## src/sv/lcf_pkg.sv

```systemverilog
// ----------------------------------------------------------------------------
// lcf_pkg: shared types and constants for the linear convolution FIR
// Widths, register indexes, reset values and the control types passed
// between the flush controller and the datapath.
// ----------------------------------------------------------------------------
`default_nettype none

package lcf_pkg;

  // Structural limits and defaults
  localparam int MAX_TAPS        = 7;
  localparam int DEF_TAPS        = 7;
  localparam int DEF_SAMPLE_BITS = 16;
  localparam int TREE_LEAVES     = 8;

  // Field widths
  localparam int COEF_W     = 16;
  localparam int SUM_W      = 35;
  localparam int TAP_CNT_W  = 3;
  localparam int CFG_IDX_W  = 3;
  localparam int CFG_DATA_W = 16;

  typedef logic signed [COEF_W-1:0]    coef_t;
  typedef logic signed [SUM_W-1:0]     sum_t;
  typedef logic        [TAP_CNT_W-1:0] tap_cnt_t;
  typedef logic        [CFG_IDX_W-1:0] cfg_idx_t;

  // Register map
  localparam cfg_idx_t REG_TAP_COUNT  = 3'd0;
  localparam cfg_idx_t REG_COEF_FIRST = 3'd1;

  // Reset values
  localparam tap_cnt_t TAP_COUNT_RST = 3'd1;
  localparam coef_t    COEF_ONE      = 16'sd16384;

  // Flush controller states
  typedef enum logic {
    ST_STREAM,
    ST_FLUSH
  } flush_state_t;

  // Step command from the flush controller to the tap chain
  typedef struct packed {
    logic fire;     // delay line shifts this cycle
    logic zero;     // shift in a zero instead of the input sample
    logic seq_end;  // last output of the sequence, clear the line after it
    logic busy;     // tail flush in progress
  } step_t;

endpackage

`default_nettype wire

```

## src/sv/lcf_tap_cell.sv

```systemverilog
// ----------------------------------------------------------------------------
// lcf_tap_cell: one tap of the delay line
// Holds one delayed sample, passes it to the next cell on each step and
// registers the product of the incoming tap value and its coefficient.
// ----------------------------------------------------------------------------
`default_nettype none

module lcf_tap_cell import lcf_pkg::*; #(
  parameter int SAMPLE_BITS = DEF_SAMPLE_BITS
) (
  input  wire logic                                 clk,
  input  wire logic                                 rst,
  input  wire logic                                 shift,
  input  wire logic                                 clear,
  input  wire logic                                 active,
  input  wire logic signed [SAMPLE_BITS-1:0]        tap_in,
  input  wire coef_t                                coef,
  output      logic signed [SAMPLE_BITS-1:0]        tap_out,
  output      logic signed [SAMPLE_BITS+COEF_W-1:0] product
);

  localparam int PROD_W = SAMPLE_BITS + COEF_W;

  coef_t coef_eff;

  // Inactive taps contribute nothing
  assign coef_eff = active ? coef : '0;

  // Delay register: advance on a step, drop the history at sequence end
  always_ff @(posedge clk) begin
    if (rst) begin
      tap_out <= '0;
    end else if (shift) begin
      tap_out <= clear ? '0 : tap_in;
    end
  end

  // Product of this tap's value in the window of the current step
  always_ff @(posedge clk) begin
    if (shift) begin
      product <= PROD_W'(tap_in) * PROD_W'(coef_eff);
    end
  end

endmodule

`default_nettype wire

```

## config.mk

```make
export PLATFORM = sky130hd
export DESIGN_NAME = lcf_tap_cell
export DESIGN_NICKNAME = d
export VERILOG_FILES = /design/src/sv/lcf_pkg.sv /design/src/sv/lcf_tap_cell.sv
export SDC_FILE = /design/constraint.sdc
export NUM_CORES = 1
export LEC_CHECK = 0
export BUFFER_PORTS_ARGS = -buffer_cell sky130_fd_sc_hd__clkbuf_2
export CORE_UTILIZATION = 33
export CTS_CLUSTER_SIZE = 40
export DETAILED_ROUTE_END_ITERATION = 8
export HOLD_SLACK_MARGIN = 0.12
export PLACE_DENSITY = 0.46
export SLEW_MARGIN = 15
export SYNTH_ARGS = -nofsm -noshare
export SYNTH_HDL_FRONTEND = slang
export SYNTH_SLANG_ARGS = --single-unit
```

## constraint.sdc

```tcl
create_clock -name clk -period 9.6 [get_ports clk]
set_input_delay 0.48 -clock clk [delete_from_list [all_inputs] [get_ports clk]]
set_output_delay 0.48 -clock clk [all_outputs]
set_load 0.02 [all_outputs]
```

==> impl_metrics.yaml <==
critical_path:
  critPathMaxStageDelay_ns: 0.91
  crit_family: "adder cells"
  crit_type: "in -> reg"
  path_cells: "buf_2 > and2_1 > nand2_1 > inv_1 > fa_1 > fa_1 > fa_1 > fa_1 > fa_1 > inv_1 > fa_1 > inv_1 > ha_1 > inv_1 > o31ai_1 > nand2b_1 > nand2_1 > a21oi_2 > mux2i_1 > o2111ai_1"
  required_ns: 9.67
  crit_top_cell: "fa_1"
  path_buf_inv: 5
  r2r-end: "tap_out[4]"
  cp-end-kind: "flop"
  worstReg2RegStart: "tap_out[4]"
  rr_worst_depth: 2
  regToRegSetupSlack_ns: 8.99
  startpoint_type: "input pin"
  cp_max_fo: 59
  cp.arrival_ns: 7.49
  slowest_stage: "fa_1"
finish:
  seqCellArea_um2: 1280
  nNetsFinal: 1652
  final_cell_area_um2: 12700
  diodes: 0
  num-fill-cells: 3648
  area_delta_synth_final_pct: 8.33
  drive_gt1_share_pct: 8.65
  final_cells: 1727
  layout_commonest_cell: "inv_1"
  final_cell_mix: "inv_1, fa_1, and3_1"
  multi_input_area_um2: 9120
clocking:
  cts_buffer_depth: 2
  cts_resized: 0
  cts_hold_buf: 0
  cts_tree: "yes"
  clk_pin_slew_worst_paths_ns: 0.09
  h-tree-depth: 2
  clk-insertion-delay-late_ns: 0.33
  clockRootBuffer: "clkbuf_16"
  postCtsSetupRepairBufs: 0
  cts_buffers: 5
  clock-sinks: 48
placement:
  dp.cells: 1719
  hpwl_um: 25100
  gp_congestion: 0.821
  port_buffers: 84
  placed_cell_area_um2: 12500
  post-place-ws_ns: 1.85
hold_path:
  hold_path_class: "reg -> reg"
  hold_start: "tap_out[14]"
  hold_depth: 2
  hold_end: "tap_out[14]"
sta:
  setup_viol_count_final: 0
  hold_viol: 0
  timing.final.crit_share_pct: 77.2
  max_freq_mhz: 135
  final_max_slew_viol_count: 0
  hold_ws_ns: 0.468
  fin_skew_ns: 0
  slew_headroom_pct: 41.8
  worst_pin_slew_ns: 0.872
  worst_slack_ns: 2.18
  grt_setup_unrepaired: "false"
  tns_ns: 0
  min_period_ns: 7.42
power_and_ir_drop:
  leakagePower_nw: 6.58
  power.ir.vdd_worst_mv: 0.318
  power_density_nw_per_um2: 301
die:
  initial_utilization_pct: 33.7
  die_w_um: 190
  row_count: 68
  die_area_um2: 36200
  io_pins: 85
  die_h_um: 190
  core_um2: 34700
synth:
  netlist_top_cells_area: "fa_1, inv_1, ha_1"
  synth_seq_cells: 48
  synth_area_um2: 11700
  ys_warn_count: 0
  postSynthCellCount: 1231
  yosys.area.top_type: "fa_1"
  seq_area_frac_synth_pct: 11.0
  synth_edf_count: 32
  synth_top_flop_cell: "edfxtp_1"
  synth.top_cell.area_share_pct: 44.8
  syn_nets: 1612
  async_flop_share_pct: 0
  synth.distinct_cells: 53
  synth_area_per_cell_um2: 9.50
detailed_routing:
  drtPass1Iterations: 5
  drt.antenna.violating_nets: 0
  drt_wl_total_um: 31400
  wl_per_cell_um: 18.2
  drc_errors: 0
  vias_per_cell: 4.90
  drt_iter0_drc: 472
  via_count: 8459
outcome:
  outcome: "finished, final reports clean"
global_routing:
  grt_pass1_wl_um: 50200
  overflow: 0
  track_usage_pct: 18.3
  antenna_found_initial: 0
  grt_max_degree: 65
  grt_pass1_vias: 8857
flow_run:
  maxCapViolCount: 0
[registers in the layout, summed over array words and instances (netlist names)]
| signal | count |
|---|---|
| tap_out | 16 |
| product | 32 |
[stage by stage]
| stage | power, W | utilization (%) |
|---|---|---|
| 3_3_place_gp | 0.00364 | 36.0 |
| 6_report | 0.00382 | 36.5 |
| 4_1_cts | 0.00390 | 36.5 |
| 3_5_place_dp | 0.00365 | 36.0 |
| 5_1_grt | 0.00431 | 36.5 |
| 2_1_floorplan | 0.00287 | - |
[cell usage after synthesis, types with 3 or more instances]
| cell type | instances |
|---|---|
| a211o_1 | 3 |
| a211oi_1 | 5 |
| a21o_1 | 6 |
| a21oi_1 | 41 |
| a21oi_2 | 3 |
| a31oi_1 | 4 |
| and2_1 | 10 |
| and3_1 | 127 |
| clkbuf_1 | 53 |
| dfxtp_1 | 16 |
| edfxtp_1 | 32 |
| fa_1 | 262 |
| ha_1 | 82 |
| inv_1 | 291 |
| nand2_1 | 114 |
| nand2b_1 | 19 |
| nand3_1 | 19 |
| nand3b_1 | 16 |
| nor2_1 | 30 |
| nor2b_1 | 3 |
| nor3_1 | 8 |
| o21a_1 | 4 |
| o21ai_0 | 10 |
| o21ai_1 | 4 |
| o31ai_1 | 3 |
| or2_2 | 4 |
| xnor2_1 | 23 |
| xor2_1 | 5 |
[tightest hold or removal path, cell delays in order (launching register included)]
cell and delay (ns):
dfxtp_1 0.31, nand2b_1 0.06, a21oi_1 0.05
[layer usage]
metal  share of wire, %  track usage (%)
met3                2.4             1.69
met2                 53             32.5
met5                  0                0
met4                2.0             4.40
met1                 43             23.9
[kinds of logic (layout without fill, tap and decap cells)]
family | Yosys count | count (layout) | synth area share [%]
XOR/XNOR | 28 | 28 | 2.10
adder cells (fa/ha/maj) | 344 | 344 | 53.6
buffers and inverters | 345 | 386 | 11.1
AND/OR/NAND/NOR | 363 | 363 | 16.3
flip-flops | 48 | 48 | 11.0
AO/OA/AOI/OAI | 102 | 102 | 5.88
multiplexers | 1 | 1 | 0.0856
[worst max-delay path by stage]
stage | cells after the start | slack, ns | start | to
final | 20 | 2.18 | active | product[28]
after global routing | 20 | 1.75 | active | product[28]
after CTS | 20 | 2.20 | active | product[28]
after detailed placement | 20 | 1.85 | active | product[28]
after global placement | 19 | 1.94 | active | product[28]
after floorplan | 20 | 3.36 | active | product[28]
[power breakdown]
group | internal (W) | switching, W | total (W)
clock network | 0.000115 | 0.000107 | 0.000222
logic | 0.00130 | 0.00187 | 0.00316
registers | 0.000412 | 0.0000201 | 0.000432
[layout make-up]
| type | instances | share of cell area [%] |
|---|---|---|
| well taps | 455 | 4.49 |
| inverters | 291 | 8.62 |
| clock buffers | 6 | 1.18 |
| clock inverters | 2 | 0.118 |
| repair buffers | 87 | 3.49 |
| multi-input cells | 838 | 72.0 |
| flip-flops and latches | 48 | 10.1 |
Power figures use the tool's default switching activity.
