<file path="config.mk">
export PLATFORM = sky130hd
export DESIGN_NAME = lcf_flush_ctrl
export DESIGN_NICKNAME = d
export VERILOG_FILES = /design/src/sv/lcf_pkg.sv /design/src/sv/lcf_flush_ctrl.sv
export SDC_FILE = /design/constraint.sdc
export NUM_CORES = 1
export LEC_CHECK = 0
export BUFFER_PORTS_ARGS = -buffer_cell sky130_fd_sc_hd__buf_2
export CAP_MARGIN = 20
export CORE_AREA = 4 4 41 43
export DETAILED_ROUTE_END_ITERATION = 10
export DIE_AREA = 0 0 45 47
export GPL_ROUTABILITY_DRIVEN = 0
export PLACE_DENSITY_LB_ADDON = 0.2
export RECOVER_POWER = 50
export REMOVE_ABC_BUFFERS = 1
export SYNTH_ARGS = -nofsm -noshare
export SYNTH_HDL_FRONTEND = slang
export SYNTH_SLANG_ARGS = --single-unit
</file>
<file path="constraint.sdc">
create_clock -name clk -period 2.25 [get_ports clk]
set_input_delay 0.3375 -clock clk [delete_from_list [all_inputs] [get_ports clk]]
set_output_delay 0.3375 -clock clk [all_outputs]
set_load 0.02 [all_outputs]
</file>
<file path="src/sv/lcf_pkg.sv">
// ----------------------------------------------------------------------------
// lcf_pkg: shared types and constants for the linear convolution FIR
// Widths, register indexes, reset values and the control types passed
// between the flush controller and the datapath.
// ----------------------------------------------------------------------------
`default_nettype none

package lcf_pkg;

  // Structural limits and defaults
  localparam int MAX_TAPS        = 7;
  localparam int DEF_TAPS        = 7;
  localparam int DEF_SAMPLE_BITS = 16;
  localparam int TREE_LEAVES     = 8;

  // Field widths
  localparam int COEF_W     = 16;
  localparam int SUM_W      = 35;
  localparam int TAP_CNT_W  = 3;
  localparam int CFG_IDX_W  = 3;
  localparam int CFG_DATA_W = 16;

  typedef logic signed [COEF_W-1:0]    coef_t;
  typedef logic signed [SUM_W-1:0]     sum_t;
  typedef logic        [TAP_CNT_W-1:0] tap_cnt_t;
  typedef logic        [CFG_IDX_W-1:0] cfg_idx_t;

  // Register map
  localparam cfg_idx_t REG_TAP_COUNT  = 3'd0;
  localparam cfg_idx_t REG_COEF_FIRST = 3'd1;

  // Reset values
  localparam tap_cnt_t TAP_COUNT_RST = 3'd1;
  localparam coef_t    COEF_ONE      = 16'sd16384;

  // Flush controller states
  typedef enum logic {
    ST_STREAM,
    ST_FLUSH
  } flush_state_t;

  // Step command from the flush controller to the tap chain
  typedef struct packed {
    logic fire;     // delay line shifts this cycle
    logic zero;     // shift in a zero instead of the input sample
    logic seq_end;  // last output of the sequence, clear the line after it
    logic busy;     // tail flush in progress
  } step_t;

endpackage

`default_nettype wire

</file>
<file path="src/sv/lcf_flush_ctrl.sv">
// ----------------------------------------------------------------------------
// lcf_flush_ctrl: step sequencer for streaming and tail flush
// Turns accepted samples into steps of the tap chain and, after a final
// sample, issues the zero-input tail steps of the convolution.
// ----------------------------------------------------------------------------
`default_nettype none

module lcf_flush_ctrl import lcf_pkg::*; (
  input  wire logic     clk,
  input  wire logic     rst,
  input  wire logic     in_valid,
  input  wire logic     in_final,
  input  wire logic     advance,
  input  wire tap_cnt_t taps,
  output      logic     in_ready,
  output      step_t    step
);

  flush_state_t state, state_next;
  tap_cnt_t     remain, remain_next;

  // State and tail counter
  always_ff @(posedge clk) begin
    if (rst) begin
      state  <= ST_STREAM;
      remain <= '0;
    end else begin
      state  <= state_next;
      remain <= remain_next;
    end
  end

  // Next state
  always_comb begin
    state_next  = state;
    remain_next = remain;
    unique case (state)
      ST_STREAM: begin
        if (advance && in_valid && in_final && taps != tap_cnt_t'(1)) begin
          state_next  = ST_FLUSH;
          remain_next = taps - tap_cnt_t'(1);
        end
      end
      ST_FLUSH: begin
        if (advance) begin
          remain_next = remain - tap_cnt_t'(1);
          if (remain == tap_cnt_t'(1)) begin
            state_next = ST_STREAM;
          end
        end
      end
      default: begin
        state_next = ST_STREAM;
      end
    endcase
  end

  // Outputs
  always_comb begin
    in_ready     = 1'b0;
    step.fire    = 1'b0;
    step.zero    = 1'b0;
    step.seq_end = 1'b0;
    step.busy    = 1'b0;
    unique case (state)
      ST_STREAM: begin
        in_ready     = advance;
        step.fire    = advance && in_valid;
        step.seq_end = in_final && taps == tap_cnt_t'(1);
      end
      ST_FLUSH: begin
        step.fire    = advance;
        step.zero    = 1'b1;
        step.seq_end = remain == tap_cnt_t'(1);
        step.busy    = 1'b1;
      end
      default: begin
        in_ready = 1'b0;
      end
    endcase
  end

endmodule

`default_nettype wire

</file>
==> qor.txt <==
outcome - complete, no violations
slowest cell delay on critical path - 0.28 ns
Port-buffer cells - 12
Worst EP required - 1.91 ns
Inserted Diodes - 0
Hold Crit Class - in -> reg
core area - 0.00130 mm2
largest family of logic cells by synthesized area - compound AO/OA/AOI/OAI gates
IO Pins - 13
clock power share - 0.380
Synth Area in Compound Gates - 0.242
Remaining DRCs - 0
Internal - 163 uW
hold_sp - rst
Tcrit/Tclk final - 0.715
DIE AREA - 0.00212 mm2
VDD IR-drop max - 347 uV
Iteration-0 DRC Markers - 1
WL per Instance - 10.5 um
Slew @ Worst Pin - 0.532 ns
unrepaired setup endpoints after global routing - no
Synth async-reset ratio - 0
total power - 230 uW
pwr/cell area - 531 mW/mm2
WHS Endpoint - remain[2]$_SDFFE_PP0P_
largest net degree at the start of global routing - 14
Top delay family on crit path - buffers and inverters
Final setup violation count - 0
# fillers - 154
post-cts resize count - 0
Worst R2R End - remain[2]$_SDFFE_PP0P_
Sw Ratio - 0.291
gr ovfl total - 0
simple-gate share of the synthesized area - 0.182
Synth Flop Type - dfxtp_1
DP HPWL - 609 um
Hold Path Stages - 2
starting density of the core - 0.290
area of the mapped netlist - 378 um2
synthesized flop and latch total - 4
FF-to-FF setup slack - 0.85 ns
critical path's slowest cell - dfxtp_1
post-synthesis mux area share - 0.0563
layout cells sized above 1 - 0.333
initial antenna violation count - 0
Worst EP arrival - 1.27 ns
# H-tree levels - 1
Slew HR - 0.645
drt first pass iters - 2
critical path launch point type - register
vias in the first global route - 323
root buf cell - clkbuf_4
Die H - 47 um
Multi-input gate area - 229 um2
synth top area cells - dfxtp_1 21%, ha_1 13%, inv_1 6.0%
dpl ws - 0.792 ns
FP Rows - 13
leakage power - 0.196 nW
setup TNS - 0 ns
Syn Area/Cell - 8.21 um2
reg2reg start - state$_SDFF_PP0_
TritonCTS clock tree - done
CP endpoint kind - primary output
area grow syn2layout - 14.9%
Yosys warning total - 0
setup bufs post-CTS - 0
Storage cell area - 80.1 um2
Seq/Total Area, Yosys - 0.212
register share of total power - 0.357
Max Fclk - 0.622 GHz
clk_skew - 0.00346 ns
total track usage - 0.0893
Yosys top cell by area - dfxtp_1
Via Count - 350
Netlist cell types - 27
Vias/cell - 4.86
Synth Area in Adders - 0.132
CP Cell Sequence - inv_1 > ha_1 > nor2b_1 > nand2_1 > o21ai_0 > buf_2
net switching power - 67.2 uW
global-route wire length before repair - 1.28 mm
XOR/XNOR share of the synthesized area - 0.0232
fin crit period - 1.61 ns
count of final max-slew check failures - 0
total routed wirelength - 757 um
Synth top area share - 0.212
clk sinks - 4
Clock Latency Late Sink - 0.23 ns
worst-case reg-to-reg path depth - 4
Antenna Nets Post-Route - 0
Hold Violations, Final - 0
synthesized instance count - 46
clock slew at reported path FFs - 0.04 ns
CTS Buf Count - 3
CP Buf/Inv Count - 2
setup ws final - 0.641 ns
NumNets Final - 71
CP Class - reg -> out
die width - 45 um
Gate power share - 0.263
EDFF count, synth - 0
CP max FO - 4
maxcap violations - 0
CTS max path bufs - 2
cts hold-fix bufs - 0
==> routing by layer <==
layer	global-route usage	vias up	wire length, um	share of wire
met2	0.161	10	401	0.53
met3	0.0690	0	44	0.058
met5	0	-	0	0
met1	0.0797	164	311	0.41
li1	-	176	-	-
met4	0.0175	0	0	0
==> power groups by stage <==
stage	Combinational [mW]	Clock, mW	Sequential (mW)
after floorplan	0.0408	0	0.0844
after global placement	0.0640	0	0.0834
after detailed placement	0.0639	0	0.0834
after CTS	0.0640	0.0926	0.0824
after global routing	0.0687	0.0973	0.0830
final	0.0605	0.0876	0.0823
==> sequential cells by signal (all words and copies together), names as in the netlist <==
| name | count |
|---|---|
| remain | 3 |
| state | 1 |
==> layout make-up <==
type | count | share of cell area
timing repair buffer | 12 | 0.133
multi-input combinational | 31 | 0.527
sequential | 4 | 0.184
inverter | 7 | 0.0605
tap | 15 | 0.0432
clock buffer | 3 | 0.0519
==> worst reg2reg max path, delay by kind of cell (launching register included) <==
kind                   cells  cell delay [ns]
AO/OA/AOI/OAI              1             0.31
buffers and inverters      1             0.06
flip-flops                 1             0.56
AND/OR/NAND/NOR            2             0.36
==> layout by cell type (no fill, tap or decap), drive strengths merged <==
cell type  instances
o21ai              3
o21a               1
a21oi              3
a311oi             1
ha                 4
nand2              3
nand2b             1
a31oi              1
and2               1
inv                7
clkbuf             5
buf               10
or3                1
nor2b              1
mux2               1
xnor2              1
nand3              3
dfxtp              4
mux2i              1
o22a               1
and3               1
nor2               2
a2111oi            1
==> how the worst max path moves through the flow <==
| stage | slack [ns] | end | from | depth (start not counted) |
|---|---|---|---|---|
| after floorplan | 0.64 | remain[2]$_SDFFE_PP0P_ | state$_SDFF_PP0_ | 4 |
| after global placement | 0.81 | step[1] | taps[1] | 6 |
| after detailed placement | 0.79 | step[1] | taps[1] | 6 |
| after CTS | 0.60 | step[1] | remain[1]$_SDFFE_PP0P_ | 6 |
| after global routing | 0.46 | step[1] | remain[1]$_SDFFE_PP0P_ | 6 |
| final | 0.64 | step[1] | remain[1]$_SDFFE_PP0P_ | 6 |
==> cells by family after synthesis <==
kind of cell,Yosys count
compound gates,11
fa+ha+maj,4
simple gates,13
xor+xnor,1
flops,4
mux,2
buf+inv,11
==> synthesized netlist by cell type, types with 2 or more instances <==
library cell and n:
inv_1 6, dfxtp_1 4, ha_1 4, nand2_1 3, nand3_1 3, a21oi_1 2
buf_4 2, nor2_1 2, o21ai_0 2
==> per-stage QoR <==
stage / util / hold WS [ns] / cell area, um2 / instances
floorplan: - / 0.406 / 347 / 42
global placement: 0.327 / 0.498 / 425 / 69
detailed placement: 0.327 / 0.495 / 425 / 69
CTS: 0.344 / 0.315 / 448 / 72
global route: 0.334 / 0.334 / 434 / 72
finish: 0.334 / 0.330 / 434 / 72
Power figures use the tool's default switching activity.
