<file path="config.mk">
export PLATFORM = sky130hd
export DESIGN_NAME = lcf_sum_tree
export DESIGN_NICKNAME = d
export VERILOG_FILES = /design/src/sv/lcf_pkg.sv /design/src/sv/lcf_sum_tree.sv
export SDC_FILE = /design/constraint.sdc
export NUM_CORES = 1
export LEC_CHECK = 0
export BUFFER_PORTS_ARGS = -buffer_cell sky130_fd_sc_hd__buf_2
export CAP_MARGIN = 25
export CORE_MARGIN = 10
export CORE_UTILIZATION = 30
export CTS_CLUSTER_DIAMETER = 200
export DETAILED_ROUTE_END_ITERATION = 8
export HOLD_SLACK_MARGIN = 0.06
export SYNTH_ARGS = -nofsm -noshare
export SYNTH_HDL_FRONTEND = slang
export SYNTH_SLANG_ARGS = --single-unit
</file>
<file path="constraint.sdc">
create_clock -name clk -period 4.07 [get_ports clk]
set_input_delay 0.2035 -clock clk [delete_from_list [all_inputs] [get_ports clk]]
set_output_delay 0.2035 -clock clk [all_outputs]
set_load 0.01 [all_outputs]
</file>
<file path="src/sv/lcf_pkg.sv">
// ----------------------------------------------------------------------------
// lcf_pkg: shared types and constants for the linear convolution FIR
// Widths, register indexes, reset values and the control types passed
// between the flush controller and the datapath.
// ----------------------------------------------------------------------------
`default_nettype none

package lcf_pkg;

  // Structural limits and defaults
  localparam int MAX_TAPS        = 7;
  localparam int DEF_TAPS        = 7;
  localparam int DEF_SAMPLE_BITS = 16;
  localparam int TREE_LEAVES     = 8;

  // Field widths
  localparam int COEF_W     = 16;
  localparam int SUM_W      = 35;
  localparam int TAP_CNT_W  = 3;
  localparam int CFG_IDX_W  = 3;
  localparam int CFG_DATA_W = 16;

  typedef logic signed [COEF_W-1:0]    coef_t;
  typedef logic signed [SUM_W-1:0]     sum_t;
  typedef logic        [TAP_CNT_W-1:0] tap_cnt_t;
  typedef logic        [CFG_IDX_W-1:0] cfg_idx_t;

  // Register map
  localparam cfg_idx_t REG_TAP_COUNT  = 3'd0;
  localparam cfg_idx_t REG_COEF_FIRST = 3'd1;

  // Reset values
  localparam tap_cnt_t TAP_COUNT_RST = 3'd1;
  localparam coef_t    COEF_ONE      = 16'sd16384;

  // Flush controller states
  typedef enum logic {
    ST_STREAM,
    ST_FLUSH
  } flush_state_t;

  // Step command from the flush controller to the tap chain
  typedef struct packed {
    logic fire;     // delay line shifts this cycle
    logic zero;     // shift in a zero instead of the input sample
    logic seq_end;  // last output of the sequence, clear the line after it
    logic busy;     // tail flush in progress
  } step_t;

endpackage

`default_nettype wire

</file>
<file path="src/sv/lcf_sum_tree.sv">
// ----------------------------------------------------------------------------
// lcf_sum_tree: registered adder tree with output register
// Sums eight tap products over three registered levels; the last level is
// the output register of the block. Each level advances when it is empty or
// the level after it advances.
// ----------------------------------------------------------------------------
`default_nettype none

module lcf_sum_tree import lcf_pkg::*; (
  input  wire logic clk,
  input  wire logic rst,
  input  wire logic leaf_valid,
  input  wire logic leaf_end,
  input  wire sum_t leaves [TREE_LEAVES],
  output      logic leaf_take,
  output      logic out_valid,
  output      logic out_end,
  output      sum_t out_sum,
  input  wire logic out_ready
);

  sum_t lvl2 [TREE_LEAVES/2];
  sum_t lvl3 [TREE_LEAVES/4];
  logic v2, v3;
  logic e2, e3;
  logic en2, en3, en4;

  // Stage enables, from the output backward
  assign en4       = !out_valid || out_ready;
  assign en3       = !v3 || en4;
  assign en2       = !v2 || en3;
  assign leaf_take = en2;

  // First level: pairwise sums of the leaves
  always_ff @(posedge clk) begin
    if (rst) begin
      v2 <= 1'b0;
    end else if (en2) begin
      v2 <= leaf_valid;
    end
  end

  always_ff @(posedge clk) begin
    if (en2) begin
      e2 <= leaf_end;
      for (int i = 0; i < TREE_LEAVES/2; i++) begin
        lvl2[i] <= leaves[2*i] + leaves[2*i+1];
      end
    end
  end

  // Second level
  always_ff @(posedge clk) begin
    if (rst) begin
      v3 <= 1'b0;
    end else if (en3) begin
      v3 <= v2;
    end
  end

  always_ff @(posedge clk) begin
    if (en3) begin
      e3 <= e2;
      for (int i = 0; i < TREE_LEAVES/4; i++) begin
        lvl3[i] <= lvl2[2*i] + lvl2[2*i+1];
      end
    end
  end

  // Output register: hold until the transaction completes
  always_ff @(posedge clk) begin
    if (rst) begin
      out_valid <= 1'b0;
    end else if (en4) begin
      out_valid <= v3;
    end
  end

  always_ff @(posedge clk) begin
    if (en4) begin
      out_end <= e3;
      out_sum <= lvl3[0] + lvl3[1];
    end
  end

endmodule

`default_nettype wire

</file>
==> reports/qor.yml, run 1 <==
synth_top_area_share_pct: 38.3
clock.fmax_ghz: 0.291
synth_fa_ha_area_share_pct: 16.0
worstSetupEndpointType: "flop"
root_buffer: "clkbuf_16"
first_pass_iters: 5
overflow: 0
avgSynthCellArea_um2: 10.2
die_area_um2: 75400
worstHoldPathCells: 3
async_reset_ff_share_pct: 0
grt_pass1_vias: 16160
grt_pass1_wl_um: 89300
path_buf_inv: 1
hold_viol: 0
fin_tns_setup_ps: 0
worst_hold_slack_ps: 92.7
criticalPathCategory: "flop to flop"
p_leak_uw: 0.0104
synth_top_family_by_area: "compound AO/OA/AOI/OAI gates"
startpoint: "lvl2[1][0]$_DFFE_PP_"
clkLatencyLatePin_ps: 570
synth_xor_area_share_pct: 10.1
gp_congestion: 0.876
drtAntennaViolNets: 0
period_needed_ps: 3440
cp_max_fo: 4
synth_compound_area_share_pct: 22.7
numClockSinks: 251
path_clk_slew_ps: 60
cts_buffers: 27
synth_flop_cell: "edfxtp_1"
synth_top_area_cell: "edfxtp_1"
cp-start-kind: "flop"
synth_cell_type_count: 82
core_area_um2: 64300
syn_nets: 2440
pwr-share-comb_pct: 49.1
grt_use_total_pct: 14.9
p_per_area_nw_per_um2: 625
path_cells: "ha_1 > inv_1 > fa_1 > nand2b_1 > a21oi_1 > o211ai_1 > o21ai_1 > a21oi_2 > o21ai_1 > nand4_1 > a21oi_1 > a31oi_1 > xnor2_1"
p_seq_share_pct: 32.2
syn_inst: 1910
netlist_area_um2: 19400
wl_um: 58300
synth.area.top_cells: "edfxtp_1 38%, ha_1 15%, xnor2_1 6.8%"
ys_seq_area_share_pct: 38.6
worstHoldStart: "leaves[34]"
cts_tree: "done"
drcViolationCount: 0
worst_ir_drop_vdd_v: 0.000292
hpwlAfterDp_um: 49400
switching_share_pct: 37.9
maxCapViolations: 0
grt_antenna_before_repair: 1
slew_viol_final: 0
synthMuxAreaShare_pct: 0
pin_count: 323
crit_cells: 13
cp_data_arrival_time_ps: 3730
drive_above_1_share_pct: 18.0
synth_simple_gate_area_share_pct: 10.5
crit_slowest_cell: "fa_1"
hp-class: "input pin to flop"
final.period_utilization_pct: 84.5
yosys_warnings: 0
synth_enable_flop_cells: 248
wl_per_cell_um: 18.6
relSlewSlack_pct: 39.0
clkPwrFrac_pct: 18.6
core.rowCount: 93
intPower_uw: 9000
routed-via-count: 15598
setup_violations: 0
synthTopCellsByCount: "248 x edfxtp_1, 238 x ha_1, 211 x a21oi_1"
outcome: "completed"
cts-htree-levels: 1
syn_to_final_growth_pct: 19.4
fin_nets: 2789
rsz0062_at_grt: "no"
final_util_pct: 36.1
grt_max_degree: 107
p_sw_uw: 5500
required_ps: 4360
cts_resized: 0
fp.dieH_um: 275
initial_core_util_pct: 30.2
drtIter0Drc: 838
r2r_start: "lvl2[1][0]$_DFFE_PP_"
numPortBuffers: 322
ys_seq_elements: 251
die_w_um: 275
worstMarginPinSlew_ps: 915
fin_worst_skew_ps: 32.7
crit_family: "compound AO/OA/AOI/OAI gates"
max_stage_delay_ps: 390
yosys.cell_count.top_type: "edfxtp_1"
clockBufferDepth: 3
via_per_inst: 4.98
reg2reg_depth: 13
diodes: 0
[cells in the final DEF (no fill, tap or decap), drive strengths merged, types with 4 or more instances in the layout]
cell type / n
o41ai: 5
o31ai: 18
dlygate4sd3: 16
xnor2: 150
nand4: 18
and2: 13
nor3: 16
inv: 82
a31o: 7
fa: 7
o21a: 26
a41oi: 5
a21boi: 12
nand3: 40
a211oi: 23
clkbuf: 31
nor2: 110
o21bai: 25
nand2: 110
o22ai: 9
edfxtp: 248
a21oi: 213
and3: 34
a2111oi: 6
buf: 329
o211ai: 16
a21o: 135
a211o: 4
clkinv: 6
nor2b: 29
nand2b: 33
o21ai: 107
bufinv: 7
ha: 238
xor2: 75
a31oi: 19
or2: 10
[state kept, by name (all words and copies together) (netlist names)]
name / cells
e2: 1
e3: 1
lvl2: 140
lvl3: 70
out_end: 1
out_sum: 35
out_valid: 1
v2: 1
v3: 1
[power by group through the flow]
| stage | Sequential [uW] | Combinational [uW] | Clock [uW] |
|---|---|---|---|
| after floorplan | 4560 | 5240 | 0 |
| after global placement | 4740 | 7010 | 0 |
| after detailed placement | 4740 | 7100 | 0 |
| after CTS | 4700 | 7150 | 2780 |
| after global routing | 4760 | 8000 | 2890 |
| final | 4680 | 7130 | 2700 |
[per-stage QoR]
| step | std cells | power (uW) | setup WS [ps] | area (um^2) |
|---|---|---|---|---|
| after global routing | 3132 | 15700 | 340 | 23200 |
| after detailed placement | 3069 | 11800 | 509 | 22100 |
| after global placement | 3069 | 11700 | 563 | 22100 |
| after floorplan | 1910 | 9800 | 1210 | 19400 |
| final | 3132 | 14500 | 629 | 23200 |
| after CTS | 3132 | 14600 | 607 | 23200 |
[logic make-up (layout without fill, tap and decap cells)]
logic type                 after synthesis  after routing
AOI/OAI and AO/OA                      663            663
xor gates and xnor gates               225            225
adders and majority gates              245            245
buffers and inverters                  105            472
DFF                                    251            251
and+or+nand+nor                        421            421
[final timing paths]
kind              slack [ps]                    end
setup / recovery         630  lvl3[0][30]$_DFFE_PP_
hold / removal            90  lvl2[3][34]$_DFFE_PP_
setup reg to reg         630  lvl3[0][30]$_DFFE_PP_
hold reg to reg          420           e3$_DFFE_PP_
[final cells by class]
class	instances	area [um^2]
clock inverter	16	264
timing repair buffer	345	1820
sequential	251	7510
multi-input combinational	1554	11600
fill	6484	41100
tap	855	1070
clock buffer	31	691
inverter	80	300
[worst min-delay path: stages]
cell	delay, ps
buf_2	80
xor2_1	70
xnor2_1	170
[layer usage]
metal / GRT usage [%] / vias up / routed length, um
li1: - / 7869 / -
met1: 19.1 / 7294 / 26400
met2: 26.0 / 367 / 28400
met3: 2.08 / 66 / 2550
met4: 3.43 / 2 / 1050
met5: 0 / - / 13
[repair_timing]
item                       in CTS  in global routing
hold buffers                   16                  0
hold endpoints to repair       10                  0
setup endpoints to repair       0                  0
buffers inserted                0                  0
Power figures use the tool's default switching activity.
==> inputs of run 2 (changes only) <==
Settings changed: ABC_AREA from default to 1.
Clock period 4.07 ns to 3.1 ns, I/O delays scaled along.
==> run 2 against run 1 <==
  * Clock skew decreased by 14 ps
  * Utilization decreased by 0.73 points
  * Design area increased by 22%
  * Fmax increased by 55%
  * Setup slack improved by 250 ps
  * Clock-buffer cell count increased by 4
  * Critical path depth unchanged
  * Synthesized area increased by 25%
  * Global-route usage increased by 0.96 points
  * Critical endpoint is now lvl3[0][24]$_DFFE_PP_
  * Highest routed layer unchanged
==> reports/qor.yml, run 2 <==
whs_endpoint: "lvl2[0][34]$_DFFE_PP_"
multi_input_area_um2: 14300
p_leak_uw: 0.0153
maxCapViolations: 0
seqCellArea_um2: 7510
core_area_um2: 80400
cts-htree-levels: 1
slew_viol_final: 0
via_per_inst: 4.62
synth.area.top_cells: "edfxtp_1 31%, nand2_1 20%, ha_1 12%"
path_clk_slew_ps: 60
synth_fa_ha_area_share_pct: 12.8
cp_data_arrival_time_ps: 2560
final_cells: 5122
grt_antenna_before_repair: 3
synthMuxAreaShare_pct: 0
die_w_um: 305
first_pass_iters: 6
place_ws_ps: 885
period_needed_ps: 2220
synth_top_area_cell: "edfxtp_1"
final.period_utilization_pct: 71.6
largest_register: "lvl2"
final_common_cell: "nand2_1"
syn_nets: 4194
avgSynthCellArea_um2: 6.63
grt_pass1_vias: 22899
mostFrequentLayoutCells: "1263 x nand2_1, 655 x inv_1, 393 x nor2_1"
clock.fmax_ghz: 0.450
setup_violations: 0
worstSetupEndpointType: "flop"
hold_viol: 0
r2r_slack_ps: 880
required_ps: 3440
drive_above_1_share_pct: 10.7
grt_use_total_pct: 15.8
core.rowCount: 104
hpwlAfterDp_um: 66400
rsz0062_at_grt: "no"
synth_flop_cell: "edfxtp_1"
wl_per_cell_um: 14.9
syn_to_final_growth_pct: 17.0
numClockSinks: 251
root_buffer: "clkbuf_16"
reg2reg_depth: 13
r2r_start: "lvl2[1][0]$_DFFE_PP_"
async_reset_ff_share_pct: 0
regToRegEndpoint: "lvl3[0][24]$_DFFE_PP_"
criticalPathCategory: "flop to flop"
ys_seq_area_share_pct: 30.9
synth_top_area_share_pct: 30.7
grt_max_degree: 136
synth_xor_area_share_pct: 4.54
synth_enable_flop_cells: 248
diodes: 0
pin_count: 323
syn_inst: 3664
synth_top_family_by_area: "simple AND/OR/NAND/NOR gates"
synth_compound_area_share_pct: 9.15
drcViolationCount: 0
p_per_area_nw_per_um2: 724
overflow: 0
clkLatencyLatePin_ps: 590
ys_seq_elements: 251
synth_simple_gate_area_share_pct: 32.4
worst_ir_drop_vdd_v: 0.000517
p_total_uw: 20600
worstMarginPinSlew_ps: 937
outcome: "completed"
gp_congestion: 0.936
routed-via-count: 23660
die_area_um2: 92800
worst_hold_slack_ps: 55.7
yosys.cell_count.top_type: "nand2_1"
cts_resized: 0
clockBufferDepth: 3
hp-class: "input pin to flop"
dp_cells: 5049
synthTopCellsByCount: "1265 x nand2_1, 656 x inv_1, 393 x nor2_1"
drtIter0Drc: 1674
worstHoldStart: "leaves[244]"
initial_core_util_pct: 30.2
reg_top3: "lvl2 x140, lvl3 x70, out_sum x35"
numPortBuffers: 322
fin_worst_skew_ps: 18.4
fin_tns_setup_ps: 0
yosys_warnings: 0
wl_um: 76600
largest_reg_flops: 140
synth_cell_type_count: 19
worstHoldPathCells: 4
cp-start-kind: "flop"
cp_max_fo: 3
fp.dieH_um: 305
cts_tree: "done"
fin_nets: 4568
drtAntennaViolNets: 0
worst_slack_ps: 880
netlist_area_um2: 24300
grt_pass1_wl_um: 120000
relSlewSlack_pct: 37.5
cts_buffers: 31
fillers: 8842
-- run 2: cell count changes after synthesis, moves of 51 or more --
| cell | change |
|---|---|
| a21o_1 | -135 |
| inv_1 | +576 |
| a21oi_1 | +51 |
| nand3_1 | +119 |
| xnor2_1 | -129 |
| nor2_1 | +284 |
| nand2_1 | +1155 |
| o21ai_0 | +72 |
-- run 2: worst max-delay path by stage --
stage | cells after the start | end | slack [ps] | startpoint
after CTS | 13 | lvl3[0][24]$_DFFE_PP_ | 870 | lvl2[1][0]$_DFFE_PP_
final | 13 | lvl3[0][24]$_DFFE_PP_ | 880 | lvl2[1][0]$_DFFE_PP_
after global routing | 13 | lvl3[0][67]$_DFFE_PP_ | 650 | lvl2[3][0]$_DFFE_PP_
after global placement | 14 | lvl2[2][32]$_DFFE_PP_ | 900 | leaves[70]
after floorplan | 3 | e3$_DFFE_PP_ | 360 | out_valid$_SDFFE_PP0P_
after detailed placement | 14 | lvl2[2][32]$_DFFE_PP_ | 890 | leaves[70]
-- run 2: power breakdown --
group / internal (uW) / switching (uW)
clock: 2010 / 1510
combinational: 3740 / 7350
sequential: 5430 / 535
-- run 2: cell type report --
type / instances / area share, %
flip-flops and latches: 251 / 26.4
clock buffers: 35 / 2.78
clock inverters: 22 / 0.678
multi-input cells: 2757 / 50.4
repair buffers: 341 / 6.35
inverters: 656 / 8.67
well taps: 1060 / 4.66
-- run 2: critical path, stage by stage (launching register included) --
cell and delay, ps:
edfxtp_1 330, ha_1 210, inv_1 70, fa_1 400, inv_1 110, nand3_1 70
nand3_1 150, nand2_1 70, nand2_1 120, nand2_1 70, nand2_1 130, nand2_1 100
nand3_1 80, nand2_1 60
-- run 2: timing repair --
item,CTS,global route
endpoints found under the hold margin,11,0
hold buffers,16,0
buffers inserted,0,0
-- run 2: logic make-up after synthesis --
family / Yosys count
fa+ha+maj: 245
flops: 251
xor+xnor: 126
compound gates: 430
buf+inv: 656
simple gates: 1956
-- run 2: routing by layer --
layer / track usage [%] / wire (um)
met1: 20.8 / 35800
met2: 27.6 / 36000
met3: 1.92 / 3300
met4: 3.07 / 1460
met5: 0 / 15
-- run 2: stage by stage --
stage | instance area (um^2) | utilization, %
floorplan | 24300 | -
global placement | 27300 | 33.9
detailed placement | 27300 | 33.9
CTS | 28400 | 35.4
global route | 28400 | 35.4
finish | 28400 | 35.4
